File: src/rtl/buddy_block_allocator_top_defines.svh
// Assertion macros for the buddy allocator
`ifndef BUDDY_BLOCK_ALLOCATOR_TOP_DEFINES_SVH
`define BUDDY_BLOCK_ALLOCATOR_TOP_DEFINES_SVH

// consequent checked on the following edge
`define BBA_ASSERT_NEXT(lbl, ante, cons, msg) \
  lbl: assert property (@(posedge clk) disable iff (rst) (ante) |=> (cons)) \
    else $error(msg);

// consequent checked on the same edge
`define BBA_ASSERT_NOW(lbl, ante, cons, msg) \
  lbl: assert property (@(posedge clk) disable iff (rst) (ante) |-> (cons)) \
    else $error(msg);

`endif

File: src/rtl/bba_pkg.sv
`timescale 1ns / 1ps
package bba_pkg;

  localparam int ADDR_BITS = 10;
  localparam int LEVELS    = 8;
  localparam int NODES     = (1 << (LEVELS + 1)) - 1;
  localparam int IDX_W     = $clog2(NODES);
  localparam int DEPTH_W   = $clog2(LEVELS + 1);
  localparam int ORD_W     = 4;
  localparam int SIZE_W    = ADDR_BITS + 1;
  localparam int CFG_W     = 4;
  localparam int CFG_IDX_W = 2;
  localparam int STAT_W    = 3;

  localparam logic [1:0] ST_FREE  = 2'd0;
  localparam logic [1:0] ST_OCC   = 2'd1;
  localparam logic [1:0] ST_SPLIT = 2'd2;

  localparam logic [CFG_IDX_W-1:0] REG_MIN_ORDER = CFG_IDX_W'(0);
  localparam logic [CFG_IDX_W-1:0] REG_MAX_ORDER = CFG_IDX_W'(1);

  typedef enum logic [STAT_W-1:0] {
    RES_ALLOCATED = 3'd0,
    RES_NO_SPACE  = 3'd1,
    RES_TOO_BIG   = 3'd2,
    RES_RELEASED  = 3'd3,
    RES_NOT_FOUND = 3'd4
  } res_t;

  typedef enum logic [2:0] {
    MV_HOLD  = 3'd0,
    MV_LEFT  = 3'd1,
    MV_CHILD = 3'd2,
    MV_SIB   = 3'd3,
    MV_UP    = 3'd4
  } mv_t;

  typedef struct packed {
    logic       load;
    logic       clr;
    logic       rd_en;
    logic       rd_sib;
    logic       wr_en;
    logic       wr_parent;
    logic [1:0] wr_val;
    mv_t        mv;
    logic       res_init;
    logic       res_hit;
    logic       cf_capture;
    logic       out_load;
  } bba_cmd_t;

  typedef struct packed {
    logic       cfg_wr;
    logic       is_alloc;
    logic       too_big;
    logic       out_pool;
    logic [1:0] node_st;
    logic       fits;
    logic       at_limit;
    logic       hit;
    logic       is_root;
    logic       is_left;
    logic       cur_free;
    logic       clr_last;
  } bba_stat_t;

endpackage

File: src/rtl/bba_dp.sv
`timescale 1ns / 1ps
module bba_dp (
  input  logic                           clk,
  input  logic                           rst,
  input  logic                           cfg_we,
  input  logic [bba_pkg::CFG_IDX_W-1:0]  cfg_index,
  input  logic [bba_pkg::CFG_W-1:0]      cfg_data,
  input  logic                           kind,
  input  logic [bba_pkg::SIZE_W-1:0]     request_size,
  input  logic [bba_pkg::ADDR_BITS-1:0]  release_address,
  input  bba_pkg::bba_cmd_t              cmd,
  output bba_pkg::bba_stat_t             stat,
  output logic [bba_pkg::STAT_W-1:0]     status,
  output logic [bba_pkg::ADDR_BITS-1:0]  block_address,
  output logic [bba_pkg::ORD_W-1:0]      block_order
);
  import bba_pkg::*;

  logic [CFG_W-1:0]     min_order;
  logic [CFG_W-1:0]     max_order;
  logic                 is_alloc;
  logic [SIZE_W-1:0]    need;
  logic [ADDR_BITS-1:0] addr;
  logic [ORD_W-1:0]     top_order;
  logic [DEPTH_W-1:0]   depth_lim;
  logic [IDX_W-1:0]     idx;
  logic [DEPTH_W-1:0]   depth;
  logic [ADDR_BITS-1:0] start;
  logic                 cur_free;
  logic [IDX_W-1:0]     clr_cnt;
  logic [1:0]           rdata;
  res_t                 res_st;
  logic [ADDR_BITS-1:0] res_addr;
  logic [ORD_W-1:0]     res_order;
  logic [1:0]           mem [NODES];

  logic                 cfg_wr;
  logic [ORD_W-1:0]     m_eff;
  logic [ORD_W-1:0]     lo_eff;
  logic [ORD_W-1:0]     span;
  logic [DEPTH_W-1:0]   dl_eff;
  logic [ORD_W-1:0]     order;
  logic [SIZE_W-1:0]    size;
  logic [SIZE_W-1:0]    half;
  logic [SIZE_W-1:0]    mid;
  logic [SIZE_W-1:0]    pool;
  logic                 go_right;
  logic                 hit;
  logic [IDX_W-1:0]     parent;
  logic [IDX_W-1:0]     sibling;
  logic [IDX_W-1:0]     child;
  logic [IDX_W-1:0]     wa;
  logic [IDX_W-1:0]     ra;
  logic [1:0]           wd;
  logic                 we;

  assign cfg_wr = cfg_we && (cfg_index == REG_MIN_ORDER || cfg_index == REG_MAX_ORDER);

  always_comb begin
    m_eff  = (max_order > CFG_W'(ADDR_BITS)) ? ORD_W'(ADDR_BITS) : max_order;
    lo_eff = (min_order > m_eff) ? m_eff : min_order;
    span   = m_eff - lo_eff;
    dl_eff = (span > ORD_W'(LEVELS)) ? DEPTH_W'(LEVELS) : DEPTH_W'(span);
  end

  assign order    = top_order - ORD_W'(depth);
  assign size     = SIZE_W'(1) << order;
  assign half     = size >> 1;
  assign mid      = {1'b0, start} + half;
  assign pool     = SIZE_W'(1) << top_order;
  assign go_right = {1'b0, addr} >= mid;
  assign hit      = addr == start;
  assign parent   = (idx - IDX_W'(1)) >> 1;
  assign sibling  = idx[0] ? idx + IDX_W'(1) : idx - IDX_W'(1);
  assign child    = (idx << 1) + IDX_W'(1);

  assign wa = cmd.clr ? clr_cnt : (cmd.wr_parent ? parent : idx);
  assign wd = cmd.clr ? ST_FREE : cmd.wr_val;
  assign we = cmd.clr || cmd.wr_en;
  assign ra = cmd.rd_sib ? sibling : idx;

  always_ff @(posedge clk) begin
    if (we) begin
      mem[wa] <= wd;
    end
    if (cmd.rd_en) begin
      rdata <= mem[ra];
    end
  end

  always_ff @(posedge clk) begin
    if (rst) begin
      min_order <= CFG_W'(3);
      max_order <= CFG_W'(10);
    end else if (cfg_we) begin
      case (cfg_index)
        REG_MIN_ORDER: min_order <= cfg_data;
        REG_MAX_ORDER: max_order <= cfg_data;
        default: ;
      endcase
    end
  end

  always_ff @(posedge clk) begin
    if (rst || cfg_wr) begin
      clr_cnt <= '0;
    end else if (cmd.clr) begin
      clr_cnt <= clr_cnt + IDX_W'(1);
    end
  end

  always_ff @(posedge clk) begin
    if (cmd.load) begin
      is_alloc  <= !kind;
      need      <= request_size;
      addr      <= release_address;
      top_order <= m_eff;
      depth_lim <= dl_eff;
      idx       <= '0;
      depth     <= '0;
      start     <= '0;
    end else begin
      case (cmd.mv)
        MV_LEFT: begin
          idx   <= child;
          depth <= depth + DEPTH_W'(1);
        end
        MV_CHILD: begin
          idx   <= child + IDX_W'(go_right);
          depth <= depth + DEPTH_W'(1);
          if (go_right) begin
            start <= ADDR_BITS'(mid);
          end
        end
        MV_SIB: begin
          idx   <= idx + IDX_W'(1);
          start <= ADDR_BITS'({1'b0, start} + size);
        end
        MV_UP: begin
          idx   <= parent;
          depth <= depth - DEPTH_W'(1);
          if (!idx[0]) begin
            start <= ADDR_BITS'({1'b0, start} - size);
          end
        end
        default: ;
      endcase
    end
  end

  always_ff @(posedge clk) begin
    if (cmd.cf_capture) begin
      cur_free <= (rdata == ST_OCC) ? hit : (rdata == ST_FREE);
    end
    if (cmd.res_init) begin
      res_st    <= is_alloc ? ((need > pool) ? RES_TOO_BIG : RES_NO_SPACE) : RES_NOT_FOUND;
      res_addr  <= '0;
      res_order <= '0;
    end else if (cmd.res_hit) begin
      res_st    <= is_alloc ? RES_ALLOCATED : RES_RELEASED;
      res_addr  <= start;
      res_order <= order;
    end
    if (cmd.out_load) begin
      status        <= res_st;
      block_address <= res_addr;
      block_order   <= res_order;
    end
  end

  always_comb begin
    stat.cfg_wr   = cfg_wr;
    stat.is_alloc = is_alloc;
    stat.too_big  = need > pool;
    stat.out_pool = {1'b0, addr} >= pool;
    stat.node_st  = rdata;
    stat.fits     = (depth < depth_lim) && (need <= half);
    stat.at_limit = depth >= depth_lim;
    stat.hit      = hit;
    stat.is_root  = idx == '0;
    stat.is_left  = idx[0];
    stat.cur_free = cur_free;
    stat.clr_last = clr_cnt == IDX_W'(NODES - 1);
  end

endmodule

File: src/rtl/bba_ctrl.sv
`timescale 1ns / 1ps
`include "buddy_block_allocator_top_defines.svh"
module bba_ctrl (
  input  logic               clk,
  input  logic               rst,
  input  logic               req_valid,
  output logic               req_stall,
  output logic               rsp_valid,
  input  logic               rsp_stall,
  input  bba_pkg::bba_stat_t stat,
  output bba_pkg::bba_cmd_t  cmd
);
  import bba_pkg::*;

  typedef enum logic [8:0] {
    S_CLEAR  = 9'b000000001,
    S_IDLE   = 9'b000000010,
    S_CHECK  = 9'b000000100,
    S_READ   = 9'b000001000,
    S_EVAL   = 9'b000010000,
    S_BACK   = 9'b000100000,
    S_UNWIND = 9'b001000000,
    S_UEVAL  = 9'b010000000,
    S_DONE   = 9'b100000000
  } state_t;

  state_t state;
  state_t state_next;

  assign req_stall = state != S_IDLE;

  always_comb begin
    cmd        = '0;
    state_next = state;
    case (state)
      S_CLEAR: begin
        cmd.clr = 1'b1;
        if (stat.clr_last) begin
          state_next = S_IDLE;
        end
      end
      S_IDLE: begin
        if (req_valid) begin
          cmd.load   = 1'b1;
          state_next = S_CHECK;
        end
      end
      S_CHECK: begin
        cmd.res_init = 1'b1;
        if (stat.is_alloc ? stat.too_big : stat.out_pool) begin
          state_next = S_DONE;
        end else begin
          cmd.rd_en  = 1'b1;
          state_next = S_EVAL;
        end
      end
      S_READ: begin
        cmd.rd_en  = 1'b1;
        state_next = S_EVAL;
      end
      S_EVAL: begin
        if (stat.is_alloc) begin
          if (stat.node_st == ST_FREE && stat.fits) begin
            cmd.wr_en  = 1'b1;
            cmd.wr_val = ST_SPLIT;
            cmd.mv     = MV_LEFT;
            state_next = S_READ;
          end else if (stat.node_st == ST_FREE) begin
            cmd.wr_en   = 1'b1;
            cmd.wr_val  = ST_OCC;
            cmd.res_hit = 1'b1;
            state_next  = S_DONE;
          end else if (stat.node_st == ST_SPLIT && stat.fits) begin
            cmd.mv     = MV_LEFT;
            state_next = S_READ;
          end else begin
            state_next = S_BACK;
          end
        end else begin
          if (stat.node_st == ST_SPLIT && !stat.at_limit) begin
            cmd.mv     = MV_CHILD;
            state_next = S_READ;
          end else begin
            cmd.cf_capture = 1'b1;
            if (stat.node_st == ST_OCC && stat.hit) begin
              cmd.wr_en   = 1'b1;
              cmd.wr_val  = ST_FREE;
              cmd.res_hit = 1'b1;
            end
            state_next = S_UNWIND;
          end
        end
      end
      S_BACK: begin
        if (stat.is_root) begin
          state_next = S_DONE;
        end else if (stat.is_left) begin
          cmd.mv     = MV_SIB;
          state_next = S_READ;
        end else begin
          cmd.mv = MV_UP;
        end
      end
      S_UNWIND: begin
        if (stat.is_root || !stat.cur_free) begin
          state_next = S_DONE;
        end else begin
          cmd.rd_en  = 1'b1;
          cmd.rd_sib = 1'b1;
          state_next = S_UEVAL;
        end
      end
      S_UEVAL: begin
        if (stat.node_st == ST_FREE) begin
          cmd.wr_en     = 1'b1;
          cmd.wr_parent = 1'b1;
          cmd.wr_val    = ST_FREE;
          cmd.mv        = MV_UP;
          state_next    = S_UNWIND;
        end else begin
          state_next = S_DONE;
        end
      end
      S_DONE: begin
        if (!(rsp_valid && rsp_stall)) begin
          cmd.out_load = 1'b1;
          state_next   = S_IDLE;
        end
      end
      default: begin
        state_next = S_CLEAR;
      end
    endcase
    if (stat.cfg_wr) begin
      state_next = S_CLEAR;
    end
  end

  always_ff @(posedge clk) begin
    if (rst) begin
      state <= S_CLEAR;
    end else begin
      state <= state_next;
    end
  end

  always_ff @(posedge clk) begin
    if (rst) begin
      rsp_valid <= 1'b0;
    end else if (cmd.out_load) begin
      rsp_valid <= 1'b1;
    end else if (!rsp_stall) begin
      rsp_valid <= 1'b0;
    end
  end

  `BBA_ASSERT_NEXT(a_done_presents, state == S_DONE && !(rsp_valid && rsp_stall) && !stat.cfg_wr, rsp_valid && state == S_IDLE, "result beat not presented")
  `BBA_ASSERT_NEXT(a_root_fail_ends, state == S_BACK && stat.is_root && !stat.cfg_wr, state == S_DONE, "search past root")
  `BBA_ASSERT_NEXT(a_split_descends, state == S_EVAL && stat.is_alloc && stat.node_st == ST_FREE && stat.fits && !stat.cfg_wr, state == S_READ, "split without descent")
  `BBA_ASSERT_NOW(a_write_in_walk, cmd.wr_en, state == S_EVAL || state == S_UEVAL, "tree written outside walk")

endmodule

File: src/rtl/buddy_block_allocator_top.sv
// Buddy allocator, one request at a time over a 511-node state tree in a memory.
// Each node visited passes through a read state and an evaluate state; a backtrack step up is
// taken within the backtrack state. The result sits in an output register, so a new request is
// taken while it waits. After reset and after each write to the min-order or max-order register
// a clearing pass frees every node.
`timescale 1ns / 1ps
module buddy_block_allocator_top (
  input  logic                                clk,
  input  logic                                rst,
  input  logic                                cfg_we,
  input  logic [bba_pkg::CFG_IDX_W-1:0]       cfg_index,
  input  logic [bba_pkg::CFG_W-1:0]           cfg_data,
  input  logic                                req_valid,
  output logic                                req_stall,
  input  logic                                kind,
  input  logic [bba_pkg::SIZE_W-1:0]          request_size,
  input  logic [bba_pkg::ADDR_BITS-1:0]       release_address,
  output logic                                rsp_valid,
  input  logic                                rsp_stall,
  output logic [bba_pkg::STAT_W-1:0]          status,
  output logic [bba_pkg::ADDR_BITS-1:0]       block_address,
  output logic [bba_pkg::ORD_W-1:0]           block_order
);
  import bba_pkg::*;

  bba_cmd_t  cmd;
  bba_stat_t stat;

  bba_ctrl u_ctrl (
    .clk       (clk),
    .rst       (rst),
    .req_valid (req_valid),
    .req_stall (req_stall),
    .rsp_valid (rsp_valid),
    .rsp_stall (rsp_stall),
    .stat      (stat),
    .cmd       (cmd)
  );

  bba_dp u_dp (
    .clk             (clk),
    .rst             (rst),
    .cfg_we          (cfg_we),
    .cfg_index       (cfg_index),
    .cfg_data        (cfg_data),
    .kind            (kind),
    .request_size    (request_size),
    .release_address (release_address),
    .cmd             (cmd),
    .stat            (stat),
    .status          (status),
    .block_address   (block_address),
    .block_order     (block_order)
  );

endmodule

File: config.mk
export PLATFORM = sky130hd
export DESIGN_NAME = buddy_block_allocator_top
export DESIGN_NICKNAME = d
export VERILOG_FILES = /design/src/rtl/bba_pkg.sv /design/src/rtl/bba_dp.sv /design/src/rtl/bba_ctrl.sv /design/src/rtl/buddy_block_allocator_top.sv
export VERILOG_INCLUDE_DIRS = /design/src /design/src/rtl
export SDC_FILE = /design/constraint.sdc
export NUM_CORES = 2
export LEC_CHECK = 0
export ABC_CLOCK_PERIOD_IN_PS = 21800
export BUFFER_PORTS_ARGS = -buffer_cell sky130_fd_sc_hd__buf_4
export CORE_MARGIN = 4
export CORE_UTILIZATION = 45
export CTS_CLUSTER_SIZE = 20
export DETAILED_ROUTE_END_ITERATION = 8
export PLACE_DENSITY = 0.57
export REMOVE_ABC_BUFFERS = 1
export SKIP_LAST_GASP = 1
export SLEW_MARGIN = 30
export SYNTH_ARGS = -nofsm -noshare
export SYNTH_HDL_FRONTEND = slang
export SYNTH_SLANG_ARGS = --single-unit
File: constraint.sdc
create_clock -name clk -period 21.8 [get_ports clk]
set_input_delay 2.18 -clock clk [delete_from_list [all_inputs] [get_ports clk]]
set_output_delay 2.18 -clock clk [all_outputs]
set_load 0.1 [all_outputs]
==> key figures <==
Synth
  • Top cell type's share of synthesized area: 61.0%
  • Post-Syn Instances: 4376
  • Fraction of registers with async set/reset: 0%
  • Synth Cell Area: 52900 um^2
  • Avg Inst Size Synth: 12.1 um^2
  • Number of flops mapped to enable cells by yosys: 1075
  • Largest cells by area after synthesis: edfxtp_1, nor2_1, nand2_1
  • Seq/Total Area, Yosys: 63.4%
  • Dominant cell by count in the synthesized netlist: edfxtp_1
  • Synth Warn #: 0
  • Synth Flop Type: edfxtp_1
  • Synth top cells by count: edfxtp_1, nor2_1, nand2_1, clkbuf_1, a21oi_1
  • Post-synth cell types: 87
  • Flops & latches, synth: 1139
  • Synth area leader: edfxtp_1

Drt
  • DR pass1 iterations: 8
  • DR iter-0 viols: 4254
  • Final ANT Viol Nets: 0
  • Routed len/inst: 29.0 um
  • Residual DRC count: 0
  • Vias: 37940
  • Total Routed Length: 172000 um
  • Vias per cell: 6.40

GRT
  • First-pass GRT wire length: 250000 um
  • Initial antenna violation count: 8
  • GRT overflow: 0
  • GR Util All Layers: 27.5%
  • Vias in the first global route: 36782
  • Pin count of the biggest net entering global routing: 227

STA
  • Tmin final: 6.76 ns
  • Pins Over Slew Limit: 0
  • Max-Slew Margin vs Limit: 29.0%
  • Total negative slack: 0 ns
  • Final period util: 31.0%
  • RSZ-0062 raised after global routing: false
  • Fmax: 148 MHz
  • # setup viols final: 0
  • Worst-margin pin slew: 1.06 ns
  • Final hold violation count: 0
  • Max Clock Skew: 0.0253 ns

Clock tree
  • Cts bufs inserted: 120
  • Reg clk slew, reported paths: 0.06 ns
  • Clock H-tree levels: 3
  • Clk Latency, worst-skew pair: 0.72 ns
  • Clk sinks: 1139
  • Post-CTS sizing: 0
  • CTS Buffer Depth: 3
  • CTS tree: yes
  • Clk root buf: clkbuf_16
  • Postcts setup bufs: 0
  • Hold buffers post-CTS: 0

Setup path
  • Worst path slowest cell: nor3_1
  • Crit path capture type: flop
  • CP Data Arrival Time: 7.19 ns
  • Setup Crit Path Kind: flop to flop
  • WP data required: 22.23 ns
  • Crit Path Max Fanout: 95
  • Setup crit start kind: flop
  • Critical path's most frequent cell: buf_4
  • CP peak stage delay: 0.85 ns
  • Reg2reg setup slack: 15.04 ns
  • Crit-path cells: inv_1 > buf_4 > ha_4 > buf_4 > nand2_1 > buf_4 > a211oi_1 > nor2_4 > buf_12 > a211oi_1 > o21bai_1 > o311ai_0 > or3_1 > a32oi_1 > nor3_1 > nor4_1

Layout
  • Finished Layout Cells: 5932
  • Area Growth Syn to Fin: 11.2%
  • Layout cells sized above 1: 11.4%
  • Post-layout net count: 4429

Place
  • Global placement routability congestion: 0.886
  • Placed cell count: 5709
  • Input/output buffers: 51
  • DP HPWL: 97300 um

Power
  • Leak pwr: 17.9 nW
  • Maximum vdd drop: 0.0629 mV
  • Cell Pwr Density: 81.9 nW/um^2

Die
  • Rows: 125
  • Starting Density: 45.4%
  • Top Ports: 52
  • Die X: 351 um
  • Die Ht: 351 um
  • Core area: 117000 um^2
  • Die Area: 123000 um^2

Status
  • Status: complete, no violations

Hold path
  • Hold Path Class: flop to flop

Job
  • MaxCap Viol Count: 0
==> final cells by class <==
type / count / area, um^2
Antenna cell: 1 / 2.50
Clock buffer: 150 / 3130
Inverter: 60 / 225
Clock inverter: 70 / 738
Fill cell: 10138 / 57700
Timing Repair Buffer: 142 / 1170
Tap cell: 1524 / 1910
Sequential cell: 1139 / 33600
Multi-Input combinational cell: 2846 / 18100
==> worst paths after layout <==
| kind | from | to | cells after the start |
|---|---|---|---|
| min reg2reg | u_dp.res_st[2]$_SDFFCE_PN0P_ | u_dp.status[2]$_DFFE_PP_ | 0 |
| max reg2reg | u_dp.idx[1]$_SDFFE_PP0P_ | u_dp.rdata[0]$_DFFE_PP_ | 16 |
| min | u_dp.res_st[2]$_SDFFCE_PN0P_ | u_dp.status[2]$_DFFE_PP_ | 0 |
| max | u_dp.idx[1]$_SDFFE_PP0P_ | u_dp.rdata[0]$_DFFE_PP_ | 16 |
==> state kept, by name, indices dropped and copies added (netlist names), 2 cells and up <==
signal              cells
u_dp.mem             1022
u_dp.need              11
u_dp.addr              10
u_dp.block_address     10
u_dp.res_addr          10
u_dp.start             10
u_ctrl.state            9
u_dp.clr_cnt            9
u_dp.idx                9
u_dp.block_order        4
u_dp.depth              4
u_dp.depth_lim          4
u_dp.max_order          4
u_dp.min_order          4
u_dp.res_order          4
u_dp.top_order          4
u_dp.res_st             3
u_dp.status             3
u_dp.rdata              2
==> cells by family (layout without fill, tap and decap cells) <==
kind of cell	after synthesis	count (layout)	share of synthesized area, %
simple gates	1548	1548	12.6
flops	1139	1139	63.4
compound gates	920	920	11.9
buf+inv	391	422	3.12
mux	225	225	5.81
fa+ha+maj	87	87	2.13
xor+xnor	66	66	1.09
other cells	0	1	0
==> metrics by stage <==
stage	total power, mW	setup slack (ns)	hold WS [ns]	instance area, um^2	utilization [%]
5_1_grt	4.97	14.66	0.425	58800	50.5
2_1_floorplan	2.66	3.79	0.400	51500	-
3_3_place_gp	2.81	15.01	0.403	54900	47.1
4_1_cts	4.84	14.83	0.422	58800	50.4
3_5_place_dp	2.81	14.83	0.409	54900	47.1
6_report	4.82	15.04	0.419	58800	50.5
==> routing by layer <==
| layer | vias to the layer above | part of all wire, % | wire (um) | track usage [%] |
|---|---|---|---|---|
| met5 | - | 0.030 | 52 | 0 |
| met4 | 8 | 4.2 | 7280 | 10.7 |
| met3 | 389 | 9.5 | 16300 | 5.86 |
| met2 | 1876 | 46 | 78700 | 43.3 |
| met1 | 19195 | 41 | 69900 | 37.5 |
| li1 | 16472 | - | - | - |
==> power breakdown <==
group          switching, mW  internal, mW
clock                  0.869          1.18
sequential            0.0124          2.37
combinational          0.272         0.120
total                   1.15          3.67
==> worst max-delay path, delay by kind of cell (launching register included) <==
family                   cells  cell delay [ns]
adder cells (fa/ha/maj)      1             0.58
flip-flops                   1             0.80
AO/OA/AOI/OAI                5             1.67
buffers and inverters        5             1.59
AND/OR/NAND/NOR              5             1.77
==> cells in the final DEF, fill, tap and decap left out, drive strengths merged, types with 13 or more instances in the layout <==
cell type and n:
a21o 38, a2111oi 16, o211ai 21, inv 61
nand3 90, buf 142, mux4 60, clkbuf 150
dfxtp 64, o22ai 126, mux2i 108, xnor2 38
nand2b 21, and2 13, bufinv 14, o21ai 127
ha 82, xor2 28, a211o 16, nor2b 17
clkinv 54, nor3 47, nor2 700, nand2 478
edfxtp 1075, a211oi 99, nor4 23, and3 88
a31oi 57, a311oi 36, mux2 57, nand4 22
o221ai 77, a21oi 170, or3 14
Power figures use the tool's default switching activity.
